File: src/hw/rtl/tdp_pkg.sv
package tdp_pkg;

  localparam int DATA_WIDTH_DEF = 32;
  localparam int QUEUE_DEPTH = 2;

  typedef enum logic [1:0] {
    CLS_NOT_PRIME,
    CLS_PRIME,
    CLS_TEST
  } cls_t;

  typedef enum logic [1:0] {
    BK_IDLE,
    BK_BOUND,
    BK_DIV,
    BK_DONE
  } bk_state_t;

  typedef struct packed {
    logic valid;
    logic row_last;
    cls_t cls;
  } q_head_t;

endpackage

File: src/hw/rtl/tdp_back.sv
module tdp_back #(
  parameter int DATA_WIDTH = tdp_pkg::DATA_WIDTH_DEF
) (
  input  logic                         clk,
  input  logic                         rst_n,
  input  tdp_pkg::q_head_t             head,
  input  logic [DATA_WIDTH-1:0]        head_value,
  output logic                         head_pop,
  output logic                         empty,
  input  logic                         pop,
  output logic signed [DATA_WIDTH-1:0] out_value_out,
  output logic                         out_is_prime,
  output logic                         out_row_end
);
  import tdp_pkg::*;

  localparam int DIV_W = DATA_WIDTH / 2 + 1;
  localparam int SQ_W  = DATA_WIDTH + 1;
  localparam int CNT_W = $clog2(DATA_WIDTH);

  bk_state_t             state_r, state_nxt;
  logic [DATA_WIDTH-1:0] value_r, value_nxt;
  logic                  last_r, last_nxt;
  logic                  prime_r, prime_nxt;
  logic [DIV_W-1:0]      div_r, div_nxt;
  logic [SQ_W-1:0]       sq_r, sq_nxt;
  logic [DIV_W-1:0]      rem_r, rem_nxt;
  logic [DATA_WIDTH-1:0] sh_r, sh_nxt;
  logic [CNT_W-1:0]      cnt_r, cnt_nxt;
  logic [DIV_W:0]        rem_shift;
  logic [DIV_W-1:0]      rem_step;
  logic                  out_valid_r, out_valid_nxt;
  logic                  out_load;

  // One restoring step: bring down the next dividend bit, subtract if it fits.
  always_comb begin
    rem_shift = {rem_r, sh_r[DATA_WIDTH-1]};
    if (rem_shift >= {1'b0, div_r}) begin
      rem_step = DIV_W'(rem_shift - {1'b0, div_r});
    end else begin
      rem_step = rem_shift[DIV_W-1:0];
    end
  end

  always_comb begin
    state_nxt = state_r;
    value_nxt = value_r;
    last_nxt  = last_r;
    prime_nxt = prime_r;
    div_nxt   = div_r;
    sq_nxt    = sq_r;
    rem_nxt   = rem_r;
    sh_nxt    = sh_r;
    cnt_nxt   = cnt_r;
    head_pop  = 1'b0;
    out_load  = 1'b0;
    unique case (state_r)
      BK_IDLE: begin
        if (head.valid) begin
          head_pop  = 1'b1;
          value_nxt = head_value;
          last_nxt  = head.row_last;
          prime_nxt = (head.cls == CLS_PRIME);
          div_nxt   = DIV_W'(2);
          sq_nxt    = SQ_W'(4);
          state_nxt = (head.cls == CLS_TEST) ? BK_BOUND : BK_DONE;
        end
      end
      BK_BOUND: begin
        if (sq_r > {1'b0, value_r}) begin
          prime_nxt = 1'b1;
          state_nxt = BK_DONE;
        end else begin
          rem_nxt   = '0;
          sh_nxt    = value_r;
          cnt_nxt   = '0;
          state_nxt = BK_DIV;
        end
      end
      BK_DIV: begin
        rem_nxt = rem_step;
        sh_nxt  = {sh_r[DATA_WIDTH-2:0], 1'b0};
        cnt_nxt = cnt_r + CNT_W'(1);
        if (cnt_r == CNT_W'(DATA_WIDTH - 1)) begin
          if (rem_step == '0) begin
            prime_nxt = 1'b0;
            state_nxt = BK_DONE;
          end else begin
            // (d + 1) squared is d squared plus 2d + 1.
            sq_nxt    = sq_r + SQ_W'({div_r, 1'b1});
            div_nxt   = div_r + DIV_W'(1);
            state_nxt = BK_BOUND;
          end
        end
      end
      BK_DONE: begin
        if (!out_valid_r || pop) begin
          out_load  = 1'b1;
          div_nxt   = DIV_W'(2);
          state_nxt = BK_IDLE;
        end
      end
      default: state_nxt = BK_IDLE;
    endcase
  end

  always_comb begin
    out_valid_nxt = out_valid_r;
    if (out_load) begin
      out_valid_nxt = 1'b1;
    end else if (pop) begin
      out_valid_nxt = 1'b0;
    end
  end

  assign empty = !out_valid_r;

  always_ff @(posedge clk) begin
    if (!rst_n) begin
      state_r     <= BK_IDLE;
      out_valid_r <= 1'b0;
      div_r       <= DIV_W'(2);
    end else begin
      state_r     <= state_nxt;
      out_valid_r <= out_valid_nxt;
      div_r       <= div_nxt;
    end
  end

  always_ff @(posedge clk) begin
    value_r <= value_nxt;
    last_r  <= last_nxt;
    prime_r <= prime_nxt;
    sq_r    <= sq_nxt;
    rem_r   <= rem_nxt;
    sh_r    <= sh_nxt;
    cnt_r   <= cnt_nxt;
    if (out_load) begin
      out_value_out <= $signed(value_r);
      out_is_prime  <= prime_r;
      out_row_end   <= last_r;
    end
  end

  a_div_within_bound: assert property (@(posedge clk) disable iff (!rst_n)
    state_r == BK_DIV |-> sq_r <= {1'b0, value_r})
    else $error("Trial division running past the square bound.");

  a_divisor_min: assert property (@(posedge clk) disable iff (!rst_n)
    (state_r == BK_BOUND || state_r == BK_DIV) |-> div_r >= DIV_W'(2))
    else $error("Trial divisor below two.");

  a_negative_not_prime: assert property (@(posedge clk) disable iff (!rst_n)
    out_load && value_r[DATA_WIDTH-1] |=> !out_is_prime)
    else $error("Negative value reported as prime.");

  a_pop_leaves_idle: assert property (@(posedge clk) disable iff (!rst_n)
    head_pop |=> state_r != BK_IDLE)
    else $error("Queue entry taken but no work started.");

endmodule

File: config.mk
export PLATFORM = sky130hd
export DESIGN_NAME = tdp_back
export DESIGN_NICKNAME = d
export VERILOG_FILES = /design/src/hw/rtl/tdp_pkg.sv /design/src/hw/rtl/tdp_back.sv
export SDC_FILE = /design/constraint.sdc
export NUM_CORES = 1
export LEC_CHECK = 0
export ABC_AREA = 1
export BUFFER_PORTS_ARGS = -buffer_cell sky130_fd_sc_hd__buf_2
export CAP_MARGIN = 20
export CORE_UTILIZATION = 60
export CTS_CLUSTER_DIAMETER = 60
export DETAILED_ROUTE_END_ITERATION = 6
export GPL_ROUTABILITY_DRIVEN = 1
export PLACE_DENSITY = 0.8
export REMOVE_ABC_BUFFERS = 1
export SYNTH_ARGS = -nofsm -noshare
export SYNTH_HDL_FRONTEND = slang
export SYNTH_SLANG_ARGS = --single-unit
File: constraint.sdc
create_clock -name clk -period 15.1 [get_ports clk]
set_input_delay 1.51 -clock clk [delete_from_list [all_inputs] [get_ports clk]]
set_output_delay 1.51 -clock clk [all_outputs]
set_load 0.005 [all_outputs]
## Yosys cells after proc, flatten, opt, wreduce, memory -nomap -nowiden

Cells that the tools add are included.
Widths: inputs -> output; s select.

- Output and inout port bits: 36
- Latch bits: 0
- Memories kept: 0
- Memory bits (read-only): 0
- Flip-flop bits (word level): 175
- Input port bits: 39
- RAM bits: 0

- Multiply operators: 0
- Divide/modulo/power cells: 0
- Bitwise logic cells: 0
- Reduce and logical (&&, ||, !) cells: 15
- Shifts and indexed selects: 0
- $lt $le $gt $ge: 2
- Multiplexer cells: 34
- Add/subtract/negate cells: 4
- Equality and inequality tests: 13

Operators with widths:

| operator | number |
|---|---|
| $mux 17 | 6 |
| $mux 33 | 3 |
| $pmux 33 s2 | 1 |
| $pmux 32 s2 | 1 |
| $pmux 17 s3 | 1 |
| $pmux 17 s2 | 1 |
| $add 33x18->33 | 1 |
| $gt 33x32->1 | 1 |
| $mux 32 | 1 |
| $ge 18x17->1 | 1 |
| $add 17x1->17 const B | 1 |
| $logic_not 17->1 | 1 |
| $sub 17x17->17 | 1 |
| $ne 2x2->1 const B | 7 |
| $mux 1 | 11 |
| $mux 2 | 5 |
| $pmux 5 s2 | 1 |
| $reduce_and 5->1 | 2 |
| $pmux 2 s4 | 1 |
| $eq 2x2->1 const B | 3 |
| $reduce_bool 2->1 | 3 |
| $reduce_bool 3->1 | 2 |
| $add 5x1->5 const B | 1 |
| $eq 5x5->1 const B | 1 |
| 9 further kinds | 11 |

## Logic depth before layout (Yosys ltp)

Gate-level depths: netlist (run 1).

- Depth after elaboration: 6
- Gate-level depth with buffers: 22
- Gate-level depth less buffers: 21

## Worst setup path before layout (run 1)

No wires, ideal clock.

- Kind: reg2reg
- From: register state_r[0]
- To: register cnt_r[0], enable pin
- Path slack: 9708 ps
- Stages on the path, launching flop included: 7
- Data arrival time: 4852 ps
- Buffers on the path: 2
- Path through: dfxtp_1 > inv_1 > ha_1 > buf_2 > inv_1 > clkbuf_1 > o21ai_0

- Longest elaborated chain between the ends: 3
- Elaborated cells between the ends (all ways): 5

Ends and longest elaborated chain:

| item | line | source |
|---|---|---|
| from (decl) | tdp_back.sv:21 | `bk_state_t state_r, state_nxt;` |
| from (signal assigned) | tdp_back.sv:124 | `state_r <= state_nxt;` |
| $eq 2x1->1 / $eq 2x2->1 (equally long branches) | tdp_back.sv:57 | `unique case (state_r)` |
| $ne 2x2->1 (no source line) / $reduce_bool 2->1 (equally long branches) | n/a |  |
| $reduce_and 2->1 (no source line) * | n/a |  |
| to (signal assigned) | tdp_back.sv:137 | `cnt_r <= cnt_nxt;` |
| to (decl) | tdp_back.sv:29 | `logic [CNT_W-1:0] cnt_r, cnt_nxt;` |

Every way passes the cells marked *; elsewhere a longest branch is shown, timed or not.
A chain may end at the register's enable or synchronous reset.

## Final worst setup path (run 1)

- From: register div_r[5]
- To: register sq_r[5], enable pin

- Longest elaborated chain between the ends: 5
- Elaborated cells between the ends (all ways): 6

Ends and longest elaborated chain:

| item | line | source |
|---|---|---|
| from (decl) | tdp_back.sv:25 | `logic [DIV_W-1:0] div_r, div_nxt;` |
| from (signal assigned) | tdp_back.sv:126 | `div_r <= div_nxt;` |
| $sub 17x17->17 / $ge 18x17->1 (equally long branches) | tdp_back.sv:39, tdp_back.sv:38 |  |
| $mux 17 * | tdp_back.sv:38 | `if (rem_shift >= {1'b0, div_r}) begin` |
| $logic_not 17->1 * | tdp_back.sv:85 | `if (rem_step == '0) begin` |
| $ne 2x2->1 (no source line) * | n/a |  |
| $reduce_and 4->1 (no source line) * | n/a |  |
| to (signal assigned) | tdp_back.sv:134 | `sq_r <= sq_nxt;` |
| to (decl) | tdp_back.sv:26 | `logic [SQ_W-1:0] sq_r, sq_nxt;` |

Marks and branches as above.

==> flow_metrics.py, run 1 <==
metrics = {
    "synth": {
        "ys_ff_latch": 175,
        "synth-seq-area-share_pct": 50.31,
        "yosysTopAreaCell": "edfxtp_1",
        "synth_top_area_share_pct": 46.32,
        "synthArstFlopShare_pct": 0,
        "synth.area.top_cells": "edfxtp_1 46%, ha_1 9.1%, nand2_1 8.4%, inv_1 4.9%, a21oi_1 4.0%",
        "synth_cells": 1092,
        "ys.flop_type": "edfxtp_1",
        "synth_area_um2": 10050,
        "avgSynthCellArea_um2": 9.202,
        "yosys_warnings": 0,
        "synth_edf_count": 155,
        "synthDistinctLibCells": 49,
    },
    "die": {
        "die_y_um": 131.4,
        "boundaryPins": 75,
        "die_width_um": 131.4,
        "initial_core_util_pct": 62.35,
        "coreArea_um2": 16120,
        "num_rows": 46,
        "die_area_um2": 17270,
    },
    "critical_path": {
        "rrSetupSlack_ps": 11540,
        "cp_data_arrival_time_ps": 3690,
        "start_kind": "register",
        "critPathBufInv": 4,
        "critical_path.cell_chain": "inv_1 > ha_1 > nand2_1 > inv_1 > nand2_1 > nand2_1 > nand2_1 > nand3_2 > nand2_4 > nand2_8 > or2_1 > nand2_1 > nand3_1 > nor2_4 > nand3_4 > o211ai_1 > inv_1 > buf_4",
        "end_kind": "register",
        "crit_required_ps": 15240,
        "crit_slowest_cell": "dfxtp_1",
        "crit_top_cell": "nand2_1",
        "max_stage_delay_ps": 420,
        "cp_top_family": "simple AND/OR/NAND/NOR gates",
        "crit_type": "reg -> reg",
        "critPathMaxFanout": 33,
    },
    "route": {
        "post-route-drc-count": 0,
        "viasPerCell": 5.673,
        "first_pass_iters": 5,
        "antenna_left": 0,
        "vias": 7903,
        "detail_route.wl_per_cell_um": 16.12,
        "drt_iter0_drc": 806,
        "wl_um": 22450,
    },
    "hold_path": {
        "hp-class": "reg -> reg",
    },
    "finish": {
        "area_delta_synth_final_pct": 11.43,
        "finalNonFillerCells": 1393,
        "drive_above_1_share_pct": 13.17,
        "regArea_um2": 5055,
        "fillerInstances": 1283,
        "nets": 1279,
        "final_core_util_pct": 69.48,
        "multi_input_area_um2": 4370,
        "diodes": 0,
    },
    "cts": {
        "root_buffer": "clkbuf_16",
        "cts_setup_buffers": 0,
        "h-tree-depth": 4,
        "clock_latency_ps": 430,
        "cts_resized": 0,
        "numCtsBuffers": 17,
        "clock_path_buffers": 2,
        "clock-sinks": 175,
        "holdBufCountCts": 0,
        "clkTransAtPathRegs_ps": 70,
        "cts_tree": "built",
    },
    "run": {
        "drv_cap": 0,
    },
    "global_routing": {
        "grt_max_degree": 91,
        "grt_pass1_vias": 7580,
        "grtUsageTotal_pct": 26.79,
        "grt_pass1_wl_um": 36790,
        "antenna_found_initial": 0,
        "overflow": 0,
    },
    "timing": {
        "finalSetupViolations": 0,
        "tns_ps": 0,
        "fin_crit_ps": 3555,
        "skew_ps": 9.151,
        "finalCritPeriodShare_pct": 23.54,
        "relSlewSlack_pct": 43.67,
        "slew_violations": 0,
        "fmax_mhz": 281.3,
        "finalHoldViolations": 0,
        "whs_ps": 428.0,
        "rsz0062_at_grt": "no",
        "worst_pin_slew_ps": 844.9,
    },
    "placement": {
        "gp_congestion": 0.9463,
        "portBuffers": 74,
        "dpl.cell_count": 1361,
        "dp.final_hpwl_um": 16190,
    },
    "pwr": {
        "powerDensity_nw_per_um2": 193.7,
        "vdd_drop_max_uv": 169.4,
        "p_leak_nw": 4.537,
    },
    "outcome": {
        "outcome": "finished clean",
    },
}
==> layout by cell type (no fill, tap or decap), types with 5 or more instances in the layout <==
cell type	synthesis	layout
nand2_1	225	225
buf_4	0	5
nor2_1	88	87
nand4_1	34	34
buf_2	2	74
nor4_1	6	6
edfxtp_1	155	155
a21oi_2	9	9
a21oi_1	81	81
o21ai_0	70	69
xnor2_1	5	5
dfxtp_1	20	20
ha_1	73	72
inv_1	131	131
nand3b_1	6	6
xor2_1	17	17
nor2_4	4	5
nor3_1	18	18
clkbuf_16	0	17
nand2_2	12	12
o21a_1	6	6
nand3_1	51	51
inv_6	0	5
==> cells in the mapped netlist (12+ instances only) <==
cell type,instances
nor3_1,18
a21oi_1,81
nor2_1,88
inv_1,131
nand2_1,225
ha_1,73
nand3_1,51
nand2_2,12
nand4_1,34
clkbuf_1,18
dfxtp_1,20
xor2_1,17
edfxtp_1,155
o21ai_0,70
==> registers in the layout, summed over array words and instances (netlist names) <==
register       count
out_row_end        1
out_value_out     32
cnt_r              5
out_is_prime       1
div_r             17
prime_r            1
state_r            2
out_valid_r        1
rem_r             17
value_r           32
sq_r              33
last_r             1
sh_r              32
==> worst paths after layout <==
check                             start               endpoint  cells past startpoint
setup / recovery  div_r[5]$_SDFFE_PN0P_  sq_r[5]$_SDFFCE_PN0P_                     18
hold reg to reg        last_r$_DFFE_PP_  out_row_end$_DFFE_PP_                      0
hold / removal         last_r$_DFFE_PP_  out_row_end$_DFFE_PP_                      0
setup reg to reg  div_r[5]$_SDFFE_PN0P_  sq_r[5]$_SDFFCE_PN0P_                     18
==> routing by layer <==
| metal | vias to the layer above | wire length (um) | share of wire (%) | global-route usage, % |
|---|---|---|---|---|
| li1 | 3916 | - | - | - |
| met1 | 3677 | 9731 | 43 | 35.89 |
| met2 | 278 | 10860 | 48 | 44.03 |
| met3 | 32 | 1471 | 6.6 | 5.131 |
| met4 | 0 | 391 | 1.7 | 8.269 |
| met5 | - | 0 | 0 | 0 |
==> stage by stage <==
step | worst slack, ps | instance area (um^2) | power [mW]
4_1_cts | 11560 | 11180 | 2.166
3_3_place_gp | 11680 | 10610 | 1.705
2_1_floorplan | 7607 | 9915 | 1.479
6_report | 11540 | 11200 | 2.169
5_1_grt | 11200 | 11200 | 2.326
3_5_place_dp | 11600 | 10610 | 1.736
==> kinds of logic (layout without fill, tap and decap cells) <==
kind of cell	after synthesis	after routing	share of synthesized area (%)
xor+xnor	22	22	1.918
simple gates	468	468	21.45
compound gates	190	190	10.42
buf+inv	162	247	6.412
fa+ha+maj	75	75	9.488
flops	175	175	50.30
==> final cells by class <==
type | instances | share of cell area [%]
sequential | 175 | 45.14
multi-input combinational | 755 | 39.03
inverter | 136 | 4.559
timing repair buffer | 80 | 3.822
clock buffer | 17 | 3.799
tap | 216 | 2.414
clock inverter | 14 | 1.229
==> where the power goes <==
group          leakage (nW)  switching, mW  internal [mW]  total (mW)
clock                 0.273          0.193          0.229       0.423
sequential             1.63         0.0981          0.753       0.851
combinational          2.63          0.612          0.283       0.895
Note: power is estimated with default switching activity, not from simulation.
==> inputs of run 2 (changes only) <==
==> constraint.sdc (replaced) <==
create_clock -name clk -period 3.4 [get_ports clk]
set_input_delay 0.34 -clock clk [delete_from_list [all_inputs] [get_ports clk]]
set_output_delay 0.34 -clock clk [all_outputs]
set_load 0.005 [all_outputs]
==> flow_metrics.py, run 2 (synthesis gave the netlist of run 1 again) <==
metrics = {
    "outcome": {
        "outcome": "finished clean",
    },
    "critical_path": {
        "ff2ff_path_depth": 18,
        "end_kind": "register",
        "crit_required_ps": 3580,
        "critPathMaxFanout": 33,
        "crit_slowest_cell": "dfxtp_1",
        "start_kind": "register",
        "cp_top_family": "simple AND/OR/NAND/NOR gates",
        "critPathBufInv": 5,
        "reg2reg_from": "div_r[16]$_SDFFE_PN0P_",
        "rrSetupSlack_ps": 220,
        "r2r_end": "sq_r[5]$_SDFFCE_PN0P_",
        "max_stage_delay_ps": 370,
        "critical_path.cell_chain": "inv_1 > ha_1 > inv_1 > nor2_2 > nand2_1 > nor2_4 > nand2_8 > nand2_8 > inv_1 > nand2_1 > nand2_1 > nor2_1 > nand2_1 > nor2_4 > nand3_4 > o211ai_1 > inv_1 > buf_12",
        "crit_type": "reg -> reg",
        "cp_data_arrival_time_ps": 3360,
    },
    "cts": {
        "clock_path_buffers": 2,
        "numCtsBuffers": 17,
        "holdBufCountCts": 0,
        "cts_tree": "built",
        "clock_latency_ps": 440,
        "root_buffer": "clkbuf_16",
        "clkTransAtPathRegs_ps": 70,
        "clock-sinks": 175,
        "h-tree-depth": 4,
    },
    "finish": {
        "layout_commonest_cell": "nand2_1",
        "postLayoutCellArea_um2": 11330,
        "drive_above_1_share_pct": 14.89,
        "final_core_util_pct": 70.32,
        "diodes": 0,
        "largest_reg_flops": 33,
        "nets": 1283,
        "layout_common_cells": "224 x nand2_1, 155 x edfxtp_1, 130 x inv_1",
        "area_delta_synth_final_pct": 12.78,
        "fillerInstances": 1254,
        "regMostFlops": "sq_r",
    },
    "hold_path": {
        "hold_end": "value_r[11]$_DFFE_PP_",
        "hp-class": "in -> reg",
        "hp-start": "head_value[11]",
        "min_delay_path_depth": 1,
    },
    "die": {
        "num_rows": 46,
        "coreArea_um2": 16120,
        "die_y_um": 131.4,
        "boundaryPins": 75,
        "initial_core_util_pct": 62.35,
        "die_area_um2": 17270,
        "die_width_um": 131.4,
    },
    "timing": {
        "skew_ps": 8.467,
        "slew_violations": 0,
        "fin_crit_ps": 3181,
        "worst_slack_ps": 219.5,
        "fmax_mhz": 314.4,
        "worst_pin_slew_ps": 833.7,
        "finalCritPeriodShare_pct": 93.54,
        "whs_ps": 73.79,
        "finalHoldViolations": 0,
        "relSlewSlack_pct": 44.42,
        "finalSetupViolations": 0,
    },
    "pwr": {
        "powerDensity_nw_per_um2": 859.5,
        "seq_power_share_pct": 38.7,
        "pwr-share-clk_pct": 19.1,
        "p_sw_mw": 4.091,
        "vdd_drop_max_uv": 525.3,
        "combPwrFrac_pct": 42.2,
        "p_leak_nw": 4.562,
        "power.share.switching_pct": 42.00,
        "p_int_mw": 5.649,
    },
    "placement": {
        "gp_congestion": 0.9450,
        "portBuffers": 74,
        "dp.final_hpwl_um": 15890,
        "place_area_um2": 10650,
        "pre_cts_ws_ps": 99.63,
    },
    "route": {
        "vias": 7904,
        "post-route-drc-count": 0,
        "viasPerCell": 5.654,
        "antenna_left": 0,
        "drt_iter0_drc": 630,
        "wl_um": 22410,
        "first_pass_iters": 5,
        "detail_route.wl_per_cell_um": 16.03,
    },
    "global_routing": {
        "grt_pass1_vias": 7654,
        "antenna_found_initial": 1,
        "grt_pass1_wl_um": 36710,
        "overflow": 0,
        "grtUsageTotal_pct": 26.78,
        "grt_max_degree": 91,
    },
    "run": {
        "drv_cap": 0,
    },
}
[run 2: what timing repair did]
item | CTS | global route
setup buffers | 0 | 1
resized for setup | 0 | 23
hold endpoints to repair | 0 | 0
setup endpoints to repair | 0 | 50
[run 2: worst max-delay path by stage]
stage / from / endpoint / slack, ps / depth (start not counted)
detailed placement: div_r[7]$_SDFFE_PN0P_ / sq_r[4]$_SDFFCE_PN0P_ / 100 / 18
floorplan: state_r[0]$_SDFFE_PN0P_ / cnt_r[0]$_SDFFCE_PN0P_ / -4090 / 4
CTS: div_r[7]$_SDFFE_PN0P_ / sq_r[3]$_SDFFCE_PN0P_ / 80 / 18
finish: div_r[16]$_SDFFE_PN0P_ / sq_r[5]$_SDFFCE_PN0P_ / 220 / 18
global placement: div_r[7]$_SDFFE_PN0P_ / sq_r[8]$_SDFFCE_PN0P_ / 180 / 18
global route: div_r[9]$_SDFFE_PN0P_ / sq_r[5]$_SDFFCE_PN0P_ / -0.06 / 18
[run 2: routing by layer]
layer / GRT usage, % / wire length (um)
met4: 9.109 / 433
met3: 5.054 / 1221
met5: 0 / 0
met2: 43.89 / 10830
met1: 35.72 / 9931
[run 2: final cells by class]
type	instances	area (um^2)	area share, %
flip-flops and latches	175	5069	44.73
inverters	136	510.5	4.505
well taps	216	270.3	2.385
clock inverters	14	127.6	1.126
repair buffers	83	488.0	4.306
clock buffers	18	429.2	3.787
multi-input cells	756	4438	39.16
[run 2: power by group through the flow]
stage	registers [mW]	logic (mW)	clock network [mW]
CTS	3.76	3.98	1.90
detailed placement	3.80	3.95	0
finish	3.77	4.11	1.86
global route	3.84	4.63	1.96
global placement	3.78	3.82	0
floorplan	3.70	2.87	0
[run 2: stage by stage]
| stage | total power, mW | TNS (ps) | std cells |
|---|---|---|---|
| floorplan | 6.571 | -265840 | 1066 |
| global placement | 7.598 | 0 | 1363 |
| detailed placement | 7.741 | 0 | 1363 |
| CTS | 9.631 | 0 | 1395 |
| global route | 10.43 | -0.05551 | 1398 |
| finish | 9.740 | 0 | 1398 |
==> inputs of run 3 (changes only) <==
--- a/config.mk
+++ b/config.mk
@@ -8,6 +8,7 @@
 export ABC_AREA = 1
 export BUFFER_PORTS_ARGS = -buffer_cell sky130_fd_sc_hd__buf_2
 export CAP_MARGIN = 20
+export CORE_MARGIN = 5
 export CORE_UTILIZATION = 60
 export CTS_CLUSTER_DIAMETER = 60
 export DETAILED_ROUTE_END_ITERATION = 6
==> constraint.sdc (replaced) <==
create_clock -name clk -period 3.1 [get_ports clk]
set_input_delay 0.31 -clock clk [delete_from_list [all_inputs] [get_ports clk]]
set_output_delay 0.31 -clock clk [all_outputs]
set_load 0.005 [all_outputs]
==> flow_metrics.py, run 3 (synthesis gave the netlist of run 1 again) <==
metrics = {
    "pwr": {
        "fin_total_pwr_mw": 12.26,
        "powerDensity_nw_per_um2": 997.5,
        "vdd_drop_max_uv": 657.3,
        "p_leak_nw": 4.962,
    },
    "global_routing": {
        "top_usage_layer": "met2",
        "antenna_found_initial": 0,
        "met1_usage_pct": 32.09,
        "met2_usage_pct": 39.49,
        "met3_usage_pct": 5.489,
        "grt_max_degree": 91,
        "grt_pass1_wl_um": 38080,
        "overflow": 0,
        "grt_pass1_vias": 7867,
        "grtUsageTotal_pct": 23.99,
    },
    "timing": {
        "skew_ps": 10.71,
        "finalHoldViolations": 0,
        "worst_slack_ps": -103.7,
        "fin_crit_ps": 3204,
        "rsz0062_at_grt": "yes",
        "finalSetupViolations": 41,
        "worst_pin_slew_ps": 815.5,
        "tns_ps": -3225,
        "finalCritPeriodShare_pct": 103.3,
        "fmax_mhz": 312.1,
        "relSlewSlack_pct": 45.63,
        "whs_ps": 41.18,
        "slew_violations": 0,
    },
    "die": {
        "num_rows": 47,
        "die_area_um2": 19440,
        "coreArea_um2": 16520,
        "boundaryPins": 75,
        "initial_core_util_pct": 60.81,
        "die_y_um": 139.4,
        "die_width_um": 139.4,
    },
    "finish": {
        "diodes": 0,
        "regMostFlops": "sq_r",
        "finalNonFillerCells": 1461,
        "drive_above_1_share_pct": 24.09,
        "layout_commonest_cell": "nand2_1",
        "largest_reg_flops": 33,
        "area_delta_synth_final_pct": 22.33,
        "fillerInstances": 1050,
        "nets": 1342,
        "layout_common_cells": "195 x nand2_1, 155 x edfxtp_1, 124 x inv_1",
    },
    "route": {
        "wl_um": 26210,
        "antenna_left": 0,
        "vias": 8616,
        "detail_route.wl_per_cell_um": 17.94,
        "post-route-drc-count": 0,
        "viasPerCell": 5.897,
        "drt_iter0_drc": 935,
        "first_pass_iters": 5,
    },
    "cts": {
        "clkTransAtPathRegs_ps": 80,
        "clock-sinks": 175,
        "holdBufCountCts": 0,
        "clock_latency_ps": 440,
        "numCtsBuffers": 17,
        "cts_tree": "built",
        "clock_path_buffers": 2,
        "root_buffer": "clkbuf_16",
        "h-tree-depth": 4,
    },
    "placement": {
        "portBuffers": 74,
        "pre_cts_ws_ps": -65.51,
        "dpl.cell_count": 1391,
        "gp_congestion": 0.9598,
        "dp.final_hpwl_um": 16730,
    },
    "critical_path": {
        "crit_required_ps": 3300,
        "end_kind": "register",
        "start_kind": "register",
        "critPathMaxFanout": 8,
        "crit_type": "reg -> reg",
        "cp_data_arrival_time_ps": 3400,
    },
    "hold_path": {
        "hp-class": "in -> reg",
    },
    "run": {
        "drv_cap": 0,
    },
    "outcome": {
        "violations": "setup timing",
        "outcome": "complete, but fails checks",
    },
}
==> run 3: cell types whose count changed in the layout (fill, tap and decap cells not counted), moves of 7 or more <==
cell     previous run  this run
buf_4               5        50
nand2_1           224       195
nand2_2            13        40
ha_4                2        14
ha_1               68        58
nand3_1            51        41
buf_6               0         9
nand3_2             2        10
dfxtp_2            11         4
==> run 3: layout make-up <==
type                    count  area [um^2]  share of cell area, %
clock buffers              17        425.4                  3.461
clock inverters            15        190.2                  1.547
inverters                 136        513.0                  4.173
multi-input cells         759         4842                  39.39
flip-flops and latches    175         5064                  41.20
well taps                 220        275.3                  2.239
repair buffers            139        982.2                  7.991
==> run 3: repair_timing <==
| item | in CTS | in global routing |
|---|---|---|
| cloned | 0 | 8 |
| buffers inserted | 0 | 30 |
| pin swaps | 0 | 16 |
| setup endpoints to repair | 33 | 54 |
| resized for setup | 3 | 110 |
==> run 3: critical path: stages (launching register included) <==
cell and delay (ps):
edfxtp_1 400, inv_2 100, ha_4 140, inv_1 60
fa_2 460, nand3_2 130, nand3_4 110, nand2_8 180
buf_4 150, nand3_1 80, nand2_2 90, nand2_1 70
nor2_2 120, nand2_2 100, nor2_4 150, nand3_4 90
o211ai_1 160, inv_2 160, clkbuf_16 200
==> run 3: power breakdown <==
part	internal [mW]	leakage, nW	switching [mW]
Clock	1.23	0.306	1.02
Sequential	3.66	1.63	0.491
Combinational	2.20	3.02	3.67
==> run 3: final timing paths <==
kind,startpoint,endpoint,slack (ps),cells after the start
max,sh_r[31]$_DFFE_PP_,sq_r[1]$_SDFFCE_PN0P_,-100,18
min,head_value[21],value_r[21]$_DFFE_PP_,40,1
max reg2reg,sh_r[31]$_DFFE_PP_,sq_r[1]$_SDFFCE_PN0P_,-100,18
min reg2reg,last_r$_DFFE_PP_,out_row_end$_DFFE_PP_,430,0
==> run 3: per-layer routing <==
metal | wire length, um | part of all wire [%] | vias to the layer above
met5 | 0 | 0 | -
met4 | 936 | 3.6 | 0
met3 | 2564 | 9.8 | 103
met2 | 12300 | 47 | 462
met1 | 10400 | 40 | 4009
li1 | - | - | 4042
==> run 3: per-stage QoR <==
stage	util (%)	instance area (um^2)
3_3_place_gp	65.67	10850
3_5_place_dp	65.67	10850
6_report	74.38	12290
4_1_cts	69.52	11490
2_1_floorplan	-	9915
5_1_grt	74.38	12290
